**src/rtl/pmst_pkg.sv**
```systemverilog
// Shared types and constants for the Prim spanning-tree block.
// Holds the mode codes, the controller states and the command/status structs.
// No dependencies.
package pmst_pkg;

    localparam int MAX_NODES_DEF   = 16;
    localparam int WEIGHT_BITS_DEF = 16;

    // fixed port field widths
    localparam int MODE_W   = 2;
    localparam int NODE_W   = 4;
    localparam int WEIGHT_W = 16;
    localparam int COST_W   = 20;
    localparam int NCNT_W   = 5;

    localparam logic [NCNT_W-1:0] NCNT_RST = 5'd2;

    typedef enum logic [MODE_W-1:0] {
        MODE_LOAD  = 2'd0,
        MODE_RUN   = 2'd1,
        MODE_CLEAR = 2'd2
    } t_mode;

    typedef enum logic [3:0] {
        S_CLEAR,
        S_IDLE,
        S_SEED,
        S_SEED_END,
        S_SEED_EMIT,
        S_INIT_A,
        S_INIT_B,
        S_INIT_C,
        S_SEL,
        S_SEL_END,
        S_SEL_EMIT,
        S_UPD_A,
        S_UPD_B,
        S_UPD_C
    } t_state;

    typedef struct packed {
        logic clr_wr;     // write no-edge at the sweep address
        logic load_wr;    // write the accepted edge
        logic run_start;  // latch node count, zero the running total
        logic scan_clr;   // restart a minimum scan
        logic idx_clr;    // restart the node index
        logic seed_rd;    // read (i,j) for the seed scan
        logic sel_rd;     // read (i,nearest[i]) for the selection scan
        logic nb_rd1;     // first read of a nearest-node step
        logic nb_rd2;     // second read of a nearest-node step
        logic nb_cmp;     // compare and write nearest[i]
        logic nb_init;    // nearest-node step belongs to the init pass
        logic emit_edge;
        logic emit_disc;
        logic emit_last;
        logic round_init;
        logic round_inc;
    } t_cmd;

    typedef struct packed {
        logic clr_done;
        logic last_i;
        logic last_j;
        logic found;
        logic out_free;
        logic n_is2;
        logic round_last;
    } t_status;

endpackage

```
**src/rtl/pmst_ctrl.sv**
```systemverilog
// Sequencer for the Prim spanning-tree block: clear sweep, loads, seed scan,
// nearest-node passes and selection rounds.
// Depends on pmst_pkg.
module pmst_ctrl (
    input  logic              i_clk,
    input  logic              i_rst_n,
    input  logic              i_in_valid,
    input  logic [1:0]        i_mode,
    output logic              o_in_ready,
    input  pmst_pkg::t_status i_sts,
    output pmst_pkg::t_cmd    o_cmd
);
    import pmst_pkg::*;

    t_state r_state;
    t_state n_state;

    always_ff @(posedge i_clk) begin
        if (!i_rst_n) begin
            r_state <= S_CLEAR;
        end else begin
            r_state <= n_state;
        end
    end

    always_comb begin
        n_state    = r_state;
        o_cmd      = '0;
        o_in_ready = 1'b0;
        unique case (r_state) inside
            S_CLEAR: begin
                o_cmd.clr_wr = 1'b1;
                if (i_sts.clr_done) n_state = S_IDLE;
            end
            S_IDLE: begin
                o_in_ready = 1'b1;
                if (i_in_valid) begin
                    unique case (i_mode)
                        MODE_LOAD: o_cmd.load_wr = 1'b1;
                        MODE_RUN: begin
                            o_cmd.run_start = 1'b1;
                            o_cmd.scan_clr  = 1'b1;
                            n_state         = S_SEED;
                        end
                        MODE_CLEAR: n_state = S_CLEAR;
                        default: ;
                    endcase
                end
            end
            S_SEED: begin
                o_cmd.seed_rd = 1'b1;
                if (i_sts.last_i && i_sts.last_j) n_state = S_SEED_END;
            end
            // last read data lands in the compare stage
            S_SEED_END: n_state = S_SEED_EMIT;
            S_SEED_EMIT: begin
                if (i_sts.out_free) begin
                    if (!i_sts.found) begin
                        o_cmd.emit_disc = 1'b1;
                        n_state         = S_IDLE;
                    end else begin
                        o_cmd.emit_edge = 1'b1;
                        o_cmd.emit_last = i_sts.n_is2;
                        if (i_sts.n_is2) begin
                            n_state = S_IDLE;
                        end else begin
                            o_cmd.idx_clr = 1'b1;
                            n_state       = S_INIT_A;
                        end
                    end
                end
            end
            S_INIT_A, S_UPD_A: begin
                o_cmd.nb_rd1  = 1'b1;
                o_cmd.nb_init = (r_state == S_INIT_A);
                n_state       = (r_state == S_INIT_A) ? S_INIT_B : S_UPD_B;
            end
            S_INIT_B, S_UPD_B: begin
                o_cmd.nb_rd2  = 1'b1;
                o_cmd.nb_init = (r_state == S_INIT_B);
                n_state       = (r_state == S_INIT_B) ? S_INIT_C : S_UPD_C;
            end
            S_INIT_C, S_UPD_C: begin
                o_cmd.nb_cmp  = 1'b1;
                o_cmd.nb_init = (r_state == S_INIT_C);
                if (i_sts.last_i) begin
                    o_cmd.scan_clr   = 1'b1;
                    o_cmd.round_init = (r_state == S_INIT_C);
                    o_cmd.round_inc  = (r_state == S_UPD_C);
                    n_state          = S_SEL;
                end else begin
                    n_state = (r_state == S_INIT_C) ? S_INIT_A : S_UPD_A;
                end
            end
            S_SEL: begin
                o_cmd.sel_rd = 1'b1;
                if (i_sts.last_i) n_state = S_SEL_END;
            end
            S_SEL_END: n_state = S_SEL_EMIT;
            S_SEL_EMIT: begin
                if (i_sts.out_free) begin
                    if (!i_sts.found) begin
                        o_cmd.emit_disc = 1'b1;
                        n_state         = S_IDLE;
                    end else begin
                        o_cmd.emit_edge = 1'b1;
                        o_cmd.emit_last = i_sts.round_last;
                        if (i_sts.round_last) begin
                            n_state = S_IDLE;
                        end else begin
                            o_cmd.idx_clr = 1'b1;
                            n_state       = S_UPD_A;
                        end
                    end
                end
            end
            default: n_state = S_IDLE;
        endcase
    end

endmodule

```
**config.mk**
```make
export PLATFORM = sky130hd
export DESIGN_NAME = pmst_ctrl
export DESIGN_NICKNAME = d
export VERILOG_FILES = /design/src/rtl/pmst_pkg.sv /design/src/rtl/pmst_ctrl.sv
export SDC_FILE = /design/constraint.sdc
export NUM_CORES = 1
export LEC_CHECK = 0
export BUFFER_PORTS_ARGS = -buffer_cell sky130_fd_sc_hd__buf_4
export CAP_MARGIN = 30
export CORE_MARGIN = 3
export CORE_UTILIZATION = 50
export DETAILED_ROUTE_END_ITERATION = 16
export GPL_TIMING_DRIVEN = 0
export PLACE_DENSITY = 0.83
export SYNTH_ARGS = -nofsm -noshare
export SYNTH_HDL_FRONTEND = slang
export SYNTH_SLANG_ARGS = --single-unit
```
**constraint.sdc**
```tcl
create_clock -name i_clk -period 2.7 [get_ports i_clk]
set_input_delay 0.405 -clock i_clk [delete_from_list [all_inputs] [get_ports i_clk]]
set_output_delay 0.405 -clock i_clk [all_outputs]
set_load 0.02 [all_outputs]
```
==> summary.txt, run 1 <==
Synth
  – Number of synthesized flops with an enable pin: 0
  – Sequential element share of the synthesized area: 11.6%
  – Post-synth ARST share: 0%
  – Post-synth top flop: dfxtp_1
  – Instance count of the mapped netlist: just under 90
  – Synth Warn #: 0
  – Distinct cell type count after synthesis: 43
  – Syn_nets: 101
  – Syn avg cell area: 7.79 sq um
  – Cell Area, Synth: ~700 sq um
  – Synth Register Bits: 4

Power and ir drop
  – Cell internal pwr: between 0.2 and 0.25 mW
  – Clock Power Share: about a fifth
  – Net switching fraction of the power: ~43%
  – Combinational Power Share: between 50 and 60%
  – Leakage Power: about 0.42 nW
  – Flop pwr share: between 20% and 30%
  – Worst VDD drop: 0.395 mV
  – Switching power: 0.153 mW
  – Power Density: 382 nW/um^2
  – Pwr Total: 0.358 mW

Die
  – Die width: between 40 and 50 microns
  – DIE AREA: between 1500 and 2000 sq um
  – Placeable Area: 1200 sq um
  – Site Rows: 12
  – # IOs: 29
  – Die Y: between 40 and 50 microns
  – Initial Util: 57.7%

Critical path
  – Max incr delay on CP: between 0.4 and 0.5 ns
  – R2R Path Start: r_state[1]
  – Critical-path cell list: buf_6 > nor4b_2 > o21ai_0 > or2_1 > nor3_2 > buf_4
  – WP data required: between 2 and 2.5 ns
  – Max FO, Critical Path: 10
  – Critical path class: register to output pin
  – WP data arrival: roughly 1.9 ns
  – Register-to-Register Path Depth: 6
  – CP max stage cell: dfxtp_1
  – Startpoint Class: register
  – Flop-to-flop setup slack: approximately 1.1 ns
  – Critical Path End Type: output pin
  – R2r endpoint: r_state[0]

Hold path
  – Hold EP: r_state[3]
  – Hold depth: 3
  – Worst hold path type: input port to register
  – Hold Crit Start: i_rst_n

GRT
  – Initial antenna violation count: 0
  – Vias in the first global route: roughly 740
  – First-pass GRT wire length: between 3000 and 4000 microns
  – Largest net degree at the start of global routing: 11
  – Total grt overflow: 0
  – Overall Global Routing Usage: about a fifth

Final layout
  – # fillers: slightly below 90
  – Commonest non-fill, non-tap cell in the layout: buf_4
  – Top flop regs: r_state (4)
  – Nets: around 130
  – Util after Layout: 77.9%
  – Most frequent cells in the layout: 27 x buf_4, 10 x nor2_1, 8 x nand2_1
  – Largest Register: r_state
  – Max FFs per register: 4
  – P&R area growth vs syn: 35.0%
  – Diode count: 0
  – Share of layout cells above drive strength 1: a little over two fifths

STA
  – RSZ-0062 raised after global routing: no
  – Fmax: 442 MHz
  – Max Slew Vio Count: 0
  – Final setup vio count: 0
  – Tmin final: ~2.3 ns
  – Final cycle utilization of the critical path: 83.8%
  – Clk_skew: between 0.004 and 0.005 ns
  – Slew @ Worst Pin: 0.481 ns
  – Final hold vios: 0
  – Final setup TNS: 0 ns
  – Relative slew slack: 67.6%

Routing
  – Drt total wl: between 1500 and 2000 microns
  – Routed WL per cell: about 14 microns
  – Initial DRC count: 26
  – Drt via density: between 5 and 6
  – Vias: 792
  – Post-route ant nets: 0
  – DRC errors left: 0
  – Total iterations of the first detailed-routing run: 5

Run
  – Max_cap viols: 0

Status
  – Status: completed

Clock network
  – Number of buffers created by CTS: 3
  – Clk buf depth: 2
  – CTS H-tree depth: 1
  – Post_cts resized: 0
  – Worst-Skew Late Latency: between 0.2 and 0.25 ns
  – CTS tree: yes
  – CTS Root Cell: clkbuf_4
  – Clk sinks: 4
  – CTS Hold Bufs: 0
  – Post-CTS Setup Repair Bufs: 0
  – Clk slew on worst S/H paths: roughly 0.040 ns

Placed design
  – IO Port Bufs: 27
  – GPL Wtd Cong: 0.808
  – DP Wirelength: around 1400 microns
==> routing by layer <==
| layer | GRT usage, % | routed length, microns | vias to the layer above |
|---|---|---|---|
| met5 | 0 | 0 | - |
| li1 | - | - | 392 |
| met4 | 13.3 | 62 | 0 |
| met3 | 1.69 | 138 | 6 |
| met2 | 36.3 | 894 | 36 |
| met1 | 23.9 | 741 | 358 |
==> per-stage QoR <==
stage / area, sq um / worst slack (ns) / instances / hold WS, ns
6_report: 936 / 0.437 / 133 / 0.432
5_1_grt: 936 / 0.270 / 133 / 0.468
4_1_cts: 936 / 0.412 / 133 / 0.430
3_5_place_dp: 913 / 0.695 / 130 / 0.677
3_3_place_gp: 913 / 0.677 / 130 / 0.675
2_1_floorplan: 693 / 0.684 / 89 / 0.546
==> cell type report <==
cell class | instances | area, sq um | area share, %
inverters | 5 | 18.8 | 2.01
repair buffers | 27 | 203 | 21.7
multi-input cells | 72 | 531 | 56.7
clock buffers | 3 | 22.5 | 2.41
well taps | 14 | 17.5 | 1.87
flip-flops and latches | 4 | 80.1 | 8.56
plain buffers | 8 | 63.8 | 6.82
==> cells in the mapped netlist, types with 2 or more instances <==
cell type	n	area, sq um
inv_1	5	18.8
buf_6	4	45.0
dfxtp_1	4	80.1
buf_2	3	15.0
o21ai_0	7	35.0
nor2_1	10	37.5
and3_1	3	18.8
nand3_1	2	10.0
nand2_1	8	30.0
nor3_1	3	15.0
nand2b_1	3	18.8
a21oi_1	4	20.0
a31oi_1	2	12.5
nor4b_2	2	30.0
==> how the worst max path moves through the flow <==
stage,from,slack [ns],end,cells after the start
2_1_floorplan,r_state[0],0.68,o_cmd[14],2
3_3_place_gp,r_state[2],0.68,o_cmd[2],6
3_5_place_dp,r_state[2],0.69,o_cmd[2],6
4_1_cts,r_state[2],0.41,o_cmd[2],6
5_1_grt,r_state[2],0.27,o_cmd[2],6
6_report,r_state[2],0.44,o_cmd[2],6
==> power groups by stage <==
| stage | Sequential, mW | Combinational [mW] | Clock [mW] |
|---|---|---|---|
| CTS | 0.0761 | 0.206 | 0.0766 |
| finish | 0.0760 | 0.207 | 0.0751 |
| detailed placement | 0.0772 | 0.205 | 0 |
| global route | 0.0778 | 0.223 | 0.0818 |
| floorplan | 0.0743 | 0.149 | 0 |
| global placement | 0.0763 | 0.202 | 0 |
==> kinds of logic after synthesis <==
family	count (synthesis)	synth area share, %
DFF	4	11.6
adders and majority gates	1	1.44
xor gates and xnor gates	2	2.53
buffers and inverters	13	11.9
AOI/OAI and AO/OA	23	25.6
muxes	1	1.62
and+or+nand+nor	45	45.3
==> critical path: cells and delay by family (launching register included) <==
kind,cells,cell delay [ns]
buffers and inverters,2,0.34
DFF,1,0.43
AOI/OAI and AO/OA,1,0.17
and+or+nand+nor,3,0.69
(Power assumes the default switching activity.)
==> run 2, diff against run 1 <==
Settings changed: CORE_UTILIZATION 50 to 47, PLACE_DENSITY 0.83 to 0.79.
Clock period 2.7 ns to 2.1 ns, I/O delays scaled along.
==> run 2 against run 1 <==
Effect of this change:
- combinational power grew 29%
- core utilization decreased by 6.6 points
- count of clock-buffer cells in the layout unchanged
- clock power rose by 22%
- sequential share of layout area is 0.40 points higher
- clock skew about the same
- total power is 28% higher
- worst hold slack worse by 0.070 ns
- die area increased by 5.5%
- via count rose by 1.5%
- setup slack worse by 0.37 ns
- sequential cell count stayed put
==> summary.txt, run 2 (same netlist as run 1, synthesis figures left out) <==
Routing
  – Post-route ant nets: 0 (unchanged)
  – Drt total wl: 2000 microns (was 1840 microns)
  – DRC errors left: 0 (unchanged)
  – Initial DRC count: 21 (was 26)
  – Vias: 804 (was 792)
  – Routed WL per cell: 14.8 microns (was 13.8 microns)
  – Total iterations of the first detailed-routing run: 4 (was 5)
  – Drt via density: 5.96 (was 5.95)

Critical path
  – WP data required: 1.78 ns (was 2.30 ns)
  – CP max stage cell: dfxtp_2 (was dfxtp_1)
  – Critical path class: register to output pin (unchanged)
  – Buffers plus inverters on the worst setup path: 2 (unchanged)
  – Critical-path cell list: buf_6 > nor4b_4 > o21ai_2 > or2_1 > nor3_2 > buf_4 (was buf_6 > nor4b_2 > o21ai_0 > or2_1 > nor3_2 > buf_4)
  – Delay-heaviest family, CP: simple AND/OR/NAND/NOR gates (unchanged)
  – WP data arrival: 1.72 ns (was 1.86 ns)
  – Max incr delay on CP: 0.34 ns (was 0.43 ns)
  – Critical Path End Type: output pin (unchanged)
  – Startpoint Class: register (unchanged)
  – Max FO, Critical Path: 10 (unchanged)

STA
  – Clk_skew: 0.00447 ns (was 0.00427 ns)
  – Final setup vio count: 0 (unchanged)
  – Max Slew Vio Count: 0 (unchanged)
  – Fmax: roughly 490 MHz
  – Slew @ Worst Pin: 0.491 ns (was 0.481 ns)
  – Relative slew slack: 66.9% (was 67.6%)
  – Final setup TNS: 0 ns (unchanged)
  – Final cycle utilization of the critical path: a little over nine tenths
  – Post-route setup slack: 0.0643 ns (was 0.437 ns)
  – Tmin final: 2.04 ns
  – Final hold vios: 0 (unchanged)

Final layout
  – Commonest non-fill, non-tap cell in the layout: buf_4 (unchanged)
  – Most frequent cells in the layout: 28 x buf_4, 10 x nor2_1, 8 x nand2_1 (was 27 x buf_4, 10 x nor2_1, 8 x nand2_1)
  – Diode count: 0 (unchanged)
  – Top flop regs: r_state (4) (unchanged)
  – Util after Layout: 71.4% (was 77.9%)
  – Largest Register: r_state (unchanged)
  – # fillers: 117 (was 87)
  – Share of layout cells above drive strength 1: 46.7% (was 42.9%)
  – Post-layout instance area: 963 sq um (was 936 sq um)
  – P&R area growth vs syn: 39.0% (was 35.0%)
  – Max FFs per register: 4 (unchanged)
  – Nets: 134 (was 133)

Placed design
  – GPL Wtd Cong: 0.787 (was 0.808)
  – Placed instance area: 915 sq um (was 913 sq um)
  – IO Port Bufs: 27 (unchanged)
  – Pre-CTS setup slack: 0.207 ns (was 0.695 ns)
  – DP Wirelength: 1490 microns (was 1430 microns)

Clock network
  – CTS H-tree depth: 1 (unchanged)
  – Clk sinks: 4 (unchanged)
  – Clk buf depth: 2 (unchanged)
  – Clk slew on worst S/H paths: 0.04 ns (about the same)
  – CTS Hold Bufs: 0 (unchanged)
  – Number of buffers created by CTS: 3 (unchanged)
  – Worst-Skew Late Latency: 0.23 ns (was 0.24 ns)
  – CTS tree: yes (unchanged)
  – CTS Root Cell: clkbuf_4 (unchanged)

Hold path
  – Worst hold path type: input port to register (unchanged)

GRT
  – Largest net degree at the start of global routing: 11 (unchanged)
  – Vias in the first global route: 760 (was 743)
  – Total grt overflow: 0 (unchanged)
  – Overall Global Routing Usage: 21.6% (was 20.9%)
  – Initial antenna violation count: 0 (unchanged)
  – First-pass GRT wire length: 3240 microns (was 3030 microns)

Run
  – Max_cap viols: 0 (unchanged)

Die
  – Die Y: 44.4 microns (was 43.2 microns)
  – Site Rows: 13 (was 12)
  – # IOs: 29 (unchanged)
  – DIE AREA: 1970 sq um (was 1870 sq um)
  – Placeable Area: 1350 sq um (was 1200 sq um)
  – Initial Util: 51.3% (was 57.7%)
  – Die width: 44.4 microns (was 43.2 microns)

Power and ir drop
  – Pwr Total: 0.459 mW (was 0.358 mW)
  – Worst VDD drop: 0.212 mV (was 0.395 mV)
  – Power Density: 476 nW/um^2 (was 382 nW/um^2)
  – Leakage Power: 0.427 nW (was 0.419 nW)

Status
  – Status: completed (unchanged)
-- run 2: cell types whose count changed in the layout (fill, tap and decap cells not counted) --
cell and delta:
o21ai_0 -1, nor4b_2 -1, o21ai_2 +1, dfxtp_1 -3
dfxtp_2 +2, buf_4 +1, nor4b_4 +1, dfxtp_4 +1
-- run 2: routing by layer --
metal | up-vias | track usage (%) | part of all wire, %
met3 | 4 | 2.44 | 7.4
met2 | 40 | 38.7 | 52
met4 | 0 | 9.04 | 1.5
li1 | 391 | - | -
met1 | 369 | 25.6 | 39
met5 | - | 0 | 0
-- run 2: power by group --
part	switching, mW	internal, mW	total [mW]
Sequential	0.0160	0.0831	0.0990
Clock	0.0276	0.0637	0.0913
Combinational	0.152	0.116	0.268
-- run 2: area by class of cell --
| class | instances | area [sq um] | share of cell area, % |
|---|---|---|---|
| repair buffers | 28 | 210 | 21.8 |
| multi-input cells | 72 | 543 | 56.4 |
| clock buffers | 3 | 22.5 | 2.34 |
| flip-flops and latches | 4 | 86.3 | 8.96 |
| plain buffers | 8 | 63.8 | 6.62 |
| inverters | 5 | 18.8 | 1.95 |
| well taps | 15 | 18.8 | 1.95 |
-- run 2: repair_timing --
item	CTS	global route
pin swaps	0	1
resized for setup	2	5
buffers inserted	0	1
endpoints found under the setup margin	2	3
-- run 2: metrics by stage --
stage	hold WS (ns)	cells
2_1_floorplan	0.456	89
3_3_place_gp	0.588	131
3_5_place_dp	0.585	131
4_1_cts	0.345	134
5_1_grt	0.371	135
6_report	0.362	135
-- run 2: final timing paths --
check                           depth (start not counted)    endpoint  startpoint  slack (ns)
worst max-delay path                                    6    o_cmd[2]  r_state[3]        0.06
worst min-delay path                                    2  r_state[0]     i_rst_n        0.36
worst max register to register                          7  r_state[0]  r_state[2]        0.39
worst min register to register                          4  r_state[3]  r_state[2]        0.85
